[src/rtl/tflp_pkg.sv]
`default_nettype none

package tflp_pkg;

    localparam int CHAR_W   = 8;
    localparam int NUM_W    = 31;
    localparam int STATUS_W = 3;

    // Character codes
    localparam logic [CHAR_W-1:0] CH_NUL    = 8'd0;
    localparam logic [CHAR_W-1:0] CH_NL     = 8'd10;
    localparam logic [CHAR_W-1:0] CH_SPACE  = 8'd32;
    localparam logic [CHAR_W-1:0] CH_ZERO   = 8'd48;
    localparam logic [CHAR_W-1:0] CH_NINE   = 8'd57;
    localparam logic [CHAR_W-1:0] SEP_RESET = 8'd59;

    // Line status codes
    localparam logic [STATUS_W-1:0] ST_OK          = 3'd0;
    localparam logic [STATUS_W-1:0] ST_EMPTY_FIRST = 3'd1;
    localparam logic [STATUS_W-1:0] ST_EMPTY_SEC   = 3'd2;
    localparam logic [STATUS_W-1:0] ST_BAD_CHAR    = 3'd3;
    localparam logic [STATUS_W-1:0] ST_NO_VALUE    = 3'd4;
    localparam logic [STATUS_W-1:0] ST_EMPTY_LINE  = 3'd5;
    localparam logic [STATUS_W-1:0] ST_TRAILING    = 3'd6;

    // Register addresses
    localparam logic [2:0] ADDR_SEPARATOR = 3'd0;

    // Progress of the number scan over one field
    typedef enum logic [1:0] {
        RUN_SPACES,
        RUN_DIGITS,
        RUN_CLOSED,
        RUN_IDLE
    } run_t;

    function automatic logic is_digit(input logic [CHAR_W-1:0] c);
        return (c >= CH_ZERO) && (c <= CH_NINE);
    endfunction

endpackage

`default_nettype wire

[src/rtl/two_field_integer_line_parser_top.sv]
// Two-field line parser.
//
// Slave stream (s_tvalid/s_tready/s_tdata) carries one text byte per beat.
// Each line reads "group-id <separator> value"; byte 10 or 0 ends a line and
// causes exactly one beat on the master stream (m_tvalid/m_tready/m_tdata)
// with both numbers and a status code. Other bytes produce no output beat.
// The separator byte is set through the APB port at address 0 (reset ';').
//
// Throughput: one byte per cycle while no result is stalled. Parse state is
// updated in the cycle a byte is accepted; the result of a line-end byte is
// held in the output register and shows on m_tvalid in the next cycle.
// The output register frees up in the same cycle it is taken, so bytes
// keep flowing while results are drained at full rate.
// If the receiver stalls with a result waiting, s_tready drops until that
// result is taken; no beat is lost or repeated.
// Reset clears the parse state, empties the output register and restores
// the default separator.
`default_nettype none

module two_field_integer_line_parser_top (
    input  wire logic        clk,
    input  wire logic        rst_n,
    // APB configuration
    input  wire logic        psel,
    input  wire logic        penable,
    input  wire logic        pwrite,
    input  wire logic [2:0]  paddr,
    input  wire logic [31:0] pwdata,
    output logic [31:0]      prdata,
    output logic             pready,
    // Byte input
    input  wire logic        s_tvalid,
    output logic             s_tready,
    input  wire logic [7:0]  s_tdata,   // [7:0] char_code
    // Result output
    output logic             m_tvalid,
    input  wire logic        m_tready,
    output logic [71:0]      m_tdata    // [30:0] group_id, [61:31] sample_value,
                                        // [64:62] status, [71:65] zero
);
    import tflp_pkg::*;

    typedef enum logic [2:0] {
        PH_START,
        PH_LEAD0,
        PH_BODY0,
        PH_SEP1,
        PH_LEAD1,
        PH_BODY1,
        PH_TAIL
    } phase_t;

    logic [CHAR_W-1:0]   sep_reg;
    phase_t              phase_reg, phase_next;
    logic                err_latched_reg, err_latched_next;
    logic [STATUS_W-1:0] err_code_reg, err_code_next;
    run_t                run0_reg, run0_next;
    run_t                run1_reg, run1_scan, run1_next;
    logic [NUM_W-1:0]    num0_reg, num0_next;
    logic [NUM_W-1:0]    num1_reg, num1_next;

    logic                out_valid_reg;
    logic [NUM_W-1:0]    out_group_reg;
    logic [NUM_W-1:0]    out_sample_reg;
    logic [STATUS_W-1:0] out_status_reg;
    logic [STATUS_W-1:0] end_status;

    logic [CHAR_W-1:0]   c;
    logic                in_beat;
    logic                line_end;
    logic                cfg_write;
    logic                is_sep;
    logic                is_space;
    logic                is_dig;

    assign c         = s_tdata;
    assign in_beat   = s_tvalid && s_tready;
    assign line_end  = (c == CH_NUL) || (c == CH_NL);
    assign is_sep    = (c == sep_reg);
    assign is_space  = (c == CH_SPACE);
    assign is_dig    = is_digit(c);
    assign cfg_write = psel && penable && pwrite && pready;

    // APB side
    assign pready = 1'b1;
    assign prdata = (paddr == ADDR_SEPARATOR) ? {24'd0, sep_reg} : 32'd0;

    // Handshake: take a byte whenever the output slot is free or draining
    assign s_tready = !out_valid_reg || m_tready;
    assign m_tvalid = out_valid_reg;
    assign m_tdata  = {7'd0, out_status_reg, out_sample_reg, out_group_reg};

    // Number scans for both fields
    tflp_field_scan u_scan0 (
        .char_code (c),
        .run_in    (run0_reg),
        .num_in    (num0_reg),
        .run_out   (run0_next),
        .num_out   (num0_next)
    );

    tflp_field_scan u_scan1 (
        .char_code (c),
        .run_in    (run1_reg),
        .num_in    (num1_reg),
        .run_out   (run1_scan),
        .num_out   (num1_next)
    );

    // Field validation; the first error of the line sticks
    always_comb
    begin
        phase_next       = phase_reg;
        err_latched_next = err_latched_reg;
        err_code_next    = err_code_reg;
        run1_next        = run1_scan;
        if (!err_latched_reg)
        begin
            case (phase_reg)
                PH_START, PH_LEAD0:
                begin
                    if (is_space)
                        phase_next = PH_LEAD0;
                    else if (is_sep)
                    begin
                        err_latched_next = 1'b1;
                        err_code_next    = ST_EMPTY_FIRST;
                    end
                    else if (is_dig)
                        phase_next = PH_BODY0;
                    else
                    begin
                        err_latched_next = 1'b1;
                        err_code_next    = ST_BAD_CHAR;
                    end
                end
                PH_BODY0:
                begin
                    if (is_sep)
                    begin
                        phase_next = PH_SEP1;
                        run1_next  = RUN_SPACES;
                    end
                    else if (!is_dig && !is_space)
                    begin
                        err_latched_next = 1'b1;
                        err_code_next    = ST_BAD_CHAR;
                    end
                end
                PH_SEP1, PH_LEAD1:
                begin
                    if (is_space)
                        phase_next = PH_LEAD1;
                    else if (is_sep)
                    begin
                        err_latched_next = 1'b1;
                        err_code_next    = ST_EMPTY_SEC;
                    end
                    else if (is_dig)
                        phase_next = PH_BODY1;
                    else
                    begin
                        err_latched_next = 1'b1;
                        err_code_next    = ST_BAD_CHAR;
                    end
                end
                PH_BODY1:
                begin
                    if (is_sep)
                        phase_next = PH_TAIL;
                    else if (!is_dig && !is_space)
                    begin
                        err_latched_next = 1'b1;
                        err_code_next    = ST_BAD_CHAR;
                    end
                end
                default:
                begin
                    if (!((sep_reg == CH_SPACE) && is_space))
                    begin
                        err_latched_next = 1'b1;
                        err_code_next    = ST_TRAILING;
                    end
                end
            endcase
        end
    end

    // Status reported at the end of the line
    always_comb
    begin
        if (err_latched_reg)
            end_status = err_code_reg;
        else
        begin
            case (phase_reg)
                PH_START: end_status = ST_EMPTY_LINE;
                PH_LEAD0: end_status = ST_EMPTY_FIRST;
                PH_BODY0: end_status = ST_NO_VALUE;
                PH_SEP1:  end_status = ST_NO_VALUE;
                PH_LEAD1: end_status = ST_EMPTY_SEC;
                default:  end_status = ST_OK;
            endcase
        end
    end

    // Parse state, configuration and output register
    always_ff @(posedge clk or negedge rst_n)
    begin
        if (!rst_n)
        begin
            sep_reg         <= SEP_RESET;
            phase_reg       <= PH_START;
            err_latched_reg <= 1'b0;
            err_code_reg    <= ST_OK;
            run0_reg        <= RUN_SPACES;
            run1_reg        <= RUN_IDLE;
            num0_reg        <= '0;
            num1_reg        <= '0;
            out_valid_reg   <= 1'b0;
            out_group_reg   <= '0;
            out_sample_reg  <= '0;
            out_status_reg  <= ST_OK;
        end
        else
        begin
            if (cfg_write && (paddr == ADDR_SEPARATOR))
                sep_reg <= pwdata[CHAR_W-1:0];

            // Output slot: filled by a line end, emptied when taken
            if (in_beat && line_end)
                out_valid_reg <= 1'b1;
            else if (m_tready)
                out_valid_reg <= 1'b0;

            if (in_beat)
            begin
                if (line_end)
                begin
                    out_group_reg   <= num0_reg;
                    out_sample_reg  <= num1_reg;
                    out_status_reg  <= end_status;
                    phase_reg       <= PH_START;
                    err_latched_reg <= 1'b0;
                    err_code_reg    <= ST_OK;
                    run0_reg        <= RUN_SPACES;
                    run1_reg        <= RUN_IDLE;
                    num0_reg        <= '0;
                    num1_reg        <= '0;
                end
                else
                begin
                    phase_reg       <= phase_next;
                    err_latched_reg <= err_latched_next;
                    err_code_reg    <= err_code_next;
                    run0_reg        <= run0_next;
                    run1_reg        <= run1_next;
                    num0_reg        <= num0_next;
                    num1_reg        <= num1_next;
                end
            end
        end
    end

endmodule

`default_nettype wire

[src/rtl/tflp_field_scan.sv]
`default_nettype none

// Number scan for one field: skip spaces, then take the first digit run,
// saturating at the largest 31-bit value.
module tflp_field_scan (
    input  wire logic [tflp_pkg::CHAR_W-1:0] char_code,
    input  wire tflp_pkg::run_t              run_in,
    input  wire logic [tflp_pkg::NUM_W-1:0]  num_in,
    output tflp_pkg::run_t                   run_out,
    output logic [tflp_pkg::NUM_W-1:0]       num_out
);
    import tflp_pkg::*;

    logic              digit;
    logic [NUM_W-1:0]  digit_val;
    logic [NUM_W+3:0]  times_ten;
    logic [NUM_W+3:0]  acc_sum;
    logic              overflow;

    assign digit     = is_digit(char_code);
    assign digit_val = NUM_W'(char_code - CH_ZERO);

    // num * 10 + digit as two shifts and two adds
    assign times_ten = {1'b0, num_in, 3'b000} + {3'b000, num_in, 1'b0};
    assign acc_sum   = times_ten + {4'b0000, digit_val};
    assign overflow  = |acc_sum[NUM_W+3:NUM_W];

    always_comb
    begin
        run_out = run_in;
        num_out = num_in;
        case (run_in)
            RUN_SPACES:
            begin
                if (char_code != CH_SPACE)
                begin
                    if (digit)
                    begin
                        num_out = digit_val;
                        run_out = RUN_DIGITS;
                    end
                    else
                    begin
                        run_out = RUN_CLOSED;
                    end
                end
            end
            RUN_DIGITS:
            begin
                if (digit)
                    num_out = overflow ? {NUM_W{1'b1}} : acc_sum[NUM_W-1:0];
                else
                    run_out = RUN_CLOSED;
            end
            default:
            begin
                run_out = run_in;
            end
        endcase
    end

endmodule

`default_nettype wire

[config.mk]
export PLATFORM = sky130hd
export DESIGN_NAME = two_field_integer_line_parser_top
export DESIGN_NICKNAME = d
export VERILOG_FILES = /design/src/rtl/tflp_pkg.sv /design/src/rtl/two_field_integer_line_parser_top.sv /design/src/rtl/tflp_field_scan.sv
export SDC_FILE = /design/constraint.sdc
export NUM_CORES = 1
export LEC_CHECK = 0
export BUFFER_PORTS_ARGS = -buffer_cell sky130_fd_sc_hd__buf_2
export CAP_MARGIN = 5
export CORE_ASPECT_RATIO = 1.1
export CORE_MARGIN = 4
export CORE_UTILIZATION = 48
export DETAILED_ROUTE_END_ITERATION = 8
export HOLD_SLACK_MARGIN = 0.02
export PLACE_DENSITY = 0.65
export RECOVER_POWER = 100
export SLEW_MARGIN = 15
export SYNTH_ARGS = -nofsm -noshare
export SYNTH_HDL_FRONTEND = slang
export SYNTH_SLANG_ARGS = --single-unit
[constraint.sdc]
create_clock -name clk -period 3.9 [get_ports clk]
set_input_delay 0.78 -clock clk [delete_from_list [all_inputs] [get_ports clk]]
set_output_delay 0.78 -clock clk [all_outputs]
set_load 0.01 [all_outputs]
==> flow_metrics.py <==
metrics = {
    "logic_synthesis": {
        "synth_area_per_cell_um2": 8.69,
        "synth-edff-count": 0,
        "synth.lib_cells_used.distinct": 75,
        "async_flop_share_pct": 100,
        "synth.cell_area_um2": 11800,
        "post-synth-top-area-cell": "sky130_fd_sc_hd__dfrtp_1",
        "synth.yosys.seq_area_share_pct": 31.2,
        "ys_warn_count": 0,
        "synth_cells": 1359,
        "netlist.area_leader.share_pct": 29.7,
        "ranking_of_synthesized_cells_by_area": "sky130_fd_sc_hd__dfrtp_1 (30%), sky130_fd_sc_hd__fa_1 (9.8%), sky130_fd_sc_hd__nand2_1 (9.0%), sky130_fd_sc_hd__ha_1 (7.5%), sky130_fd_sc_hd__o21ai_0 (4.6%)",
        "dominantRegCellSynth": "sky130_fd_sc_hd__dfrtp_1",
        "ys_seq_elements": 147,
    },
    "route": {
        "drtPass1Iterations": 5,
        "aggregate_routed_wire_length_um": 36800,
        "drc": 0,
        "num_vias": 11500,
        "routed_via_density": 5.64,
        "route.detailed.wl_per_inst_um": 18.1,
        "dr.first_iter.drc_count": 604,
        "drt.antenna.violating_nets": 0,
    },
    "timing": {
        "fin_crit_sh_pct": 114,
        "final.setup.worst_slack_ns": -0.533,
        "fin_clk_skew_ns": 0.0110,
        "max_freq_ghz": 0.226,
        "report.final.slew_viol_count": 59,
        "final_hold_fails": 0,
        "clock_period_minus_final_worst_setup_slack_ns": 4.43,
        "unrepaired_setup_endpoints_after_global_routing": "yes",
        "max-slew-margin-rel_pct": -111,
        "max_slew.worst_pin.slew_ns": 3.16,
        "report.final.setup_viol": 62,
    },
    "power": {
        "power_density_nw_per_um2": 282,
        "share_seq_of_total_power_pct": 36.0,
        "power.net_switching_mw": 1.40,
        "leakage_nw": 8.06,
        "sw_frac_of_total_pct": 30.2,
        "clock_power_share_pct": 40.1,
        "pwr-share-comb_pct": 23.9,
        "post-layout-total-power_mw": 4.63,
        "cell_internal_pwr_mw": 3.23,
        "max-vdd-ir-drop_v": 0.000307,
    },
    "global_routing": {
        "grt_first_pass_wirelength_um": 59000,
        "pin_count_of_the_biggest_net_entering_global_routing": 60,
        "top_usage_layer": "met2",
        "grt_antenna_before_repair": 0,
        "globalRouteOverflowTotal": 0,
        "via_count_of_the_first_global_routing_pass": 11900,
        "grt_use_met2_pct": 49.1,
        "met3_usage_pct": 3.73,
        "met1_usage_grt_pct": 31.8,
        "grt_use_total_pct": 27.0,
    },
    "critical_path": {
        "crit_path_top_delay_cell": "sky130_fd_sc_hd__fa_1",
        "critPathTopFamily": "compound AO/OA/AOI/OAI gates",
        "path_max_fanout": 8,
        "setup.worst_path.end_class": "flip-flop",
        "start_kind": "input port",
        "timing_worst_setup_path_type": "input port to flip-flop",
        "cpPeakStageDelay_ns": 0.46,
        "worst-r2r-setup-slack_ns": 0.09,
        "cp_data_arrival_time_ns": 4.75,
        "path_cells": "buf_8 > ha_4 > or3_4 > clkinvlp_4 > buf_12 > buf_12 > fa_1 > ha_4 > and4_1 > a211o_1 > buf_4 > a21o_1 > a221o_1 > a31oi_4 > xnor2_2 > o41ai_4 > buf_4 > clkbuf_16 > o211ai_2",
        "critical_path_buf_inv_count": 7,
        "worst_ep_required_time_ns": 4.22,
    },
    "worst_hold_path": {
        "hold_class": "flip-flop to flip-flop",
    },
    "clocking": {
        "cts_max_path_buffers": 2,
        "insertion_delay_ns": 0.44,
        "clockRootBuffer": "sky130_fd_sc_hd__clkbuf_16",
        "cts_max_level": 4,
        "cts.sink_count": 147,
        "numCtsBuffers": 17,
        "clk_pin_slew_worst_paths_ns": 0.07,
        "cts_tree": "done",
    },
    "place": {
        "hpwl_um": 26200,
        "routabilityCongestion": 0.902,
        "port_buffers": 100,
        "post_place_worst_slack_ns": -1.23,
    },
    "floorplanning": {
        "vertical_die_dimension_um": 172,
        "floorplan.io_pins": 157,
        "std_cell_rows": 59,
        "initial_core_util_pct": 49.4,
        "fp.dieW_um": 158,
        "design.die.area_um2": 27200,
        "fp.coreArea_um2": 23900,
    },
    "finish": {
        "diodes_inserted": 0,
        "layout_common_cells": "sky130_fd_sc_hd__nand2_1 (278), sky130_fd_sc_hd__buf_4 (263), sky130_fd_sc_hd__dfrtp_1 (140), sky130_fd_sc_hd__clkbuf_1 (73), sky130_fd_sc_hd__o21ai_0 (66)",
        "post_route_cells_drive_above_1_share_pct": 31.0,
        "area.sequential_um2": 3690,
        "combined_area_of_the_multi_input_logic_cells_um2": 8540,
        "layout.filler_cells": 1925,
        "fin_nets": 1891,
        "final_common_cell": "sky130_fd_sc_hd__nand2_1",
        "flow.area_growth_from_synthesis_pct": 39.2,
    },
    "status": {
        "run_status": "finished with violations",
        "violations": "capacitance limit, slew limit, setup timing",
    },
    "run": {
        "max-cap-violations": 1,
    },
}
stage by stage:
step | hold WS (ns) | setup TNS (ns) | cell area (um^2) | util (%) | cells
after CTS | 0.327 | -24.29 | 16100 | 67.4 | 2021
after global routing | 0.498 | -61.37 | 16400 | 68.7 | 2030
final | 0.469 | -25.70 | 16400 | 68.7 | 2030
after floorplan | 0.450 | -69.28 | 12000 | - | 1389
after global placement | 0.452 | -60.41 | 14400 | 60.2 | 1953
after detailed placement | 0.457 | -66.45 | 14400 | 60.2 | 1953
cell type report:
cell class                 count  share of cell area [%]
inverter                      49                    1.14
clock buffer                  20                    2.78
tap                          305                    2.32
clock inverter                12                    1.16
sequential                   147                    22.4
timing repair buffer         406                    18.2
multi-input combinational   1091                    52.0
layer usage:
layer,wire length (um),vias up
met5,0,-
met4,1470,0
met3,1410,92
met2,19200,314
met1,14800,5612
li1,-,5438
power by group through the flow:
stage | Clock (mW) | Combinational [mW] | Sequential, mW
after floorplan | 0 | 0.569 | 1.68
after global placement | 0 | 0.928 | 1.69
after detailed placement | 0 | 0.948 | 1.69
after CTS | 1.88 | 1.05 | 1.67
after global routing | 1.93 | 1.21 | 1.68
final | 1.86 | 1.11 | 1.67
cells in the mapped netlist, types with 25 or more instances:
cell / instances
sky130_fd_sc_hd__a21o_1: 28
sky130_fd_sc_hd__a21oi_1: 80
sky130_fd_sc_hd__buf_4: 32
sky130_fd_sc_hd__clkbuf_1: 60
sky130_fd_sc_hd__dfrtp_1: 140
sky130_fd_sc_hd__fa_1: 58
sky130_fd_sc_hd__ha_1: 71
sky130_fd_sc_hd__inv_1: 49
sky130_fd_sc_hd__nand2_1: 282
sky130_fd_sc_hd__nor2_1: 54
sky130_fd_sc_hd__nor3_1: 26
sky130_fd_sc_hd__nor4_1: 25
sky130_fd_sc_hd__o21ai_0: 109
sky130_fd_sc_hd__xnor2_1: 31
sky130_fd_sc_hd__xor2_1: 29
final timing paths:
path	start	end	cells after the start
worst max-delay path	s_tdata[5]	num0_reg[14]	19
min in group asynchronous	rst_n	out_sample_reg[16]	1
worst max register to register	num1_reg[3]	num1_reg[7]	16
worst min-delay path	out_sample_reg[12]	out_sample_reg[12]	2
max in group asynchronous	rst_n	num0_reg[17]	2
worst min register to register	out_sample_reg[12]	out_sample_reg[12]	2
cell families (layout without fill, tap and decap cells):
| family | after synthesis | after routing | synth area share [%] |
|---|---|---|---|
| flip-flops | 147 | 147 | 31.2 |
| multiplexers | 11 | 11 | 1.03 |
| AND/OR/NAND/NOR | 490 | 490 | 18.7 |
| buffers and inverters | 152 | 487 | 6.07 |
| adder cells (fa/ha/maj) | 129 | 129 | 17.4 |
| AO/OA/AOI/OAI | 367 | 368 | 20.9 |
| other | 2 | 32 | 0.0636 |
| XOR/XNOR | 61 | 61 | 4.59 |
worst register-to-register path: stages, from the launching register on:
cell and delay (ns):
sky130_fd_sc_hd__dfrtp_1 0.35, sky130_fd_sc_hd__inv_1 0.11, sky130_fd_sc_hd__fa_1 0.55, sky130_fd_sc_hd__inv_1 0.04
sky130_fd_sc_hd__ha_1 0.30, sky130_fd_sc_hd__a211o_1 0.26, sky130_fd_sc_hd__a31oi_1 0.29, sky130_fd_sc_hd__nor3_1 0.10
sky130_fd_sc_hd__buf_4 0.17, sky130_fd_sc_hd__o311a_1 0.36, sky130_fd_sc_hd__nor3_2 0.19, sky130_fd_sc_hd__o2111ai_4 0.19
sky130_fd_sc_hd__buf_12 0.18, sky130_fd_sc_hd__buf_4 0.13, sky130_fd_sc_hd__buf_6 0.13, sky130_fd_sc_hd__nor4_2 0.24
sky130_fd_sc_hd__o21ai_1 0.10
timing repair:
item                                    4_1_cts  5_1_grt
pin swaps                                    64       20
hold buffers                                  0        0
setup buffers                                32       10
resized for setup                           162       67
cloned                                        5        1
endpoints found under the setup margin       62       62
(Power assumes the default switching activity.)
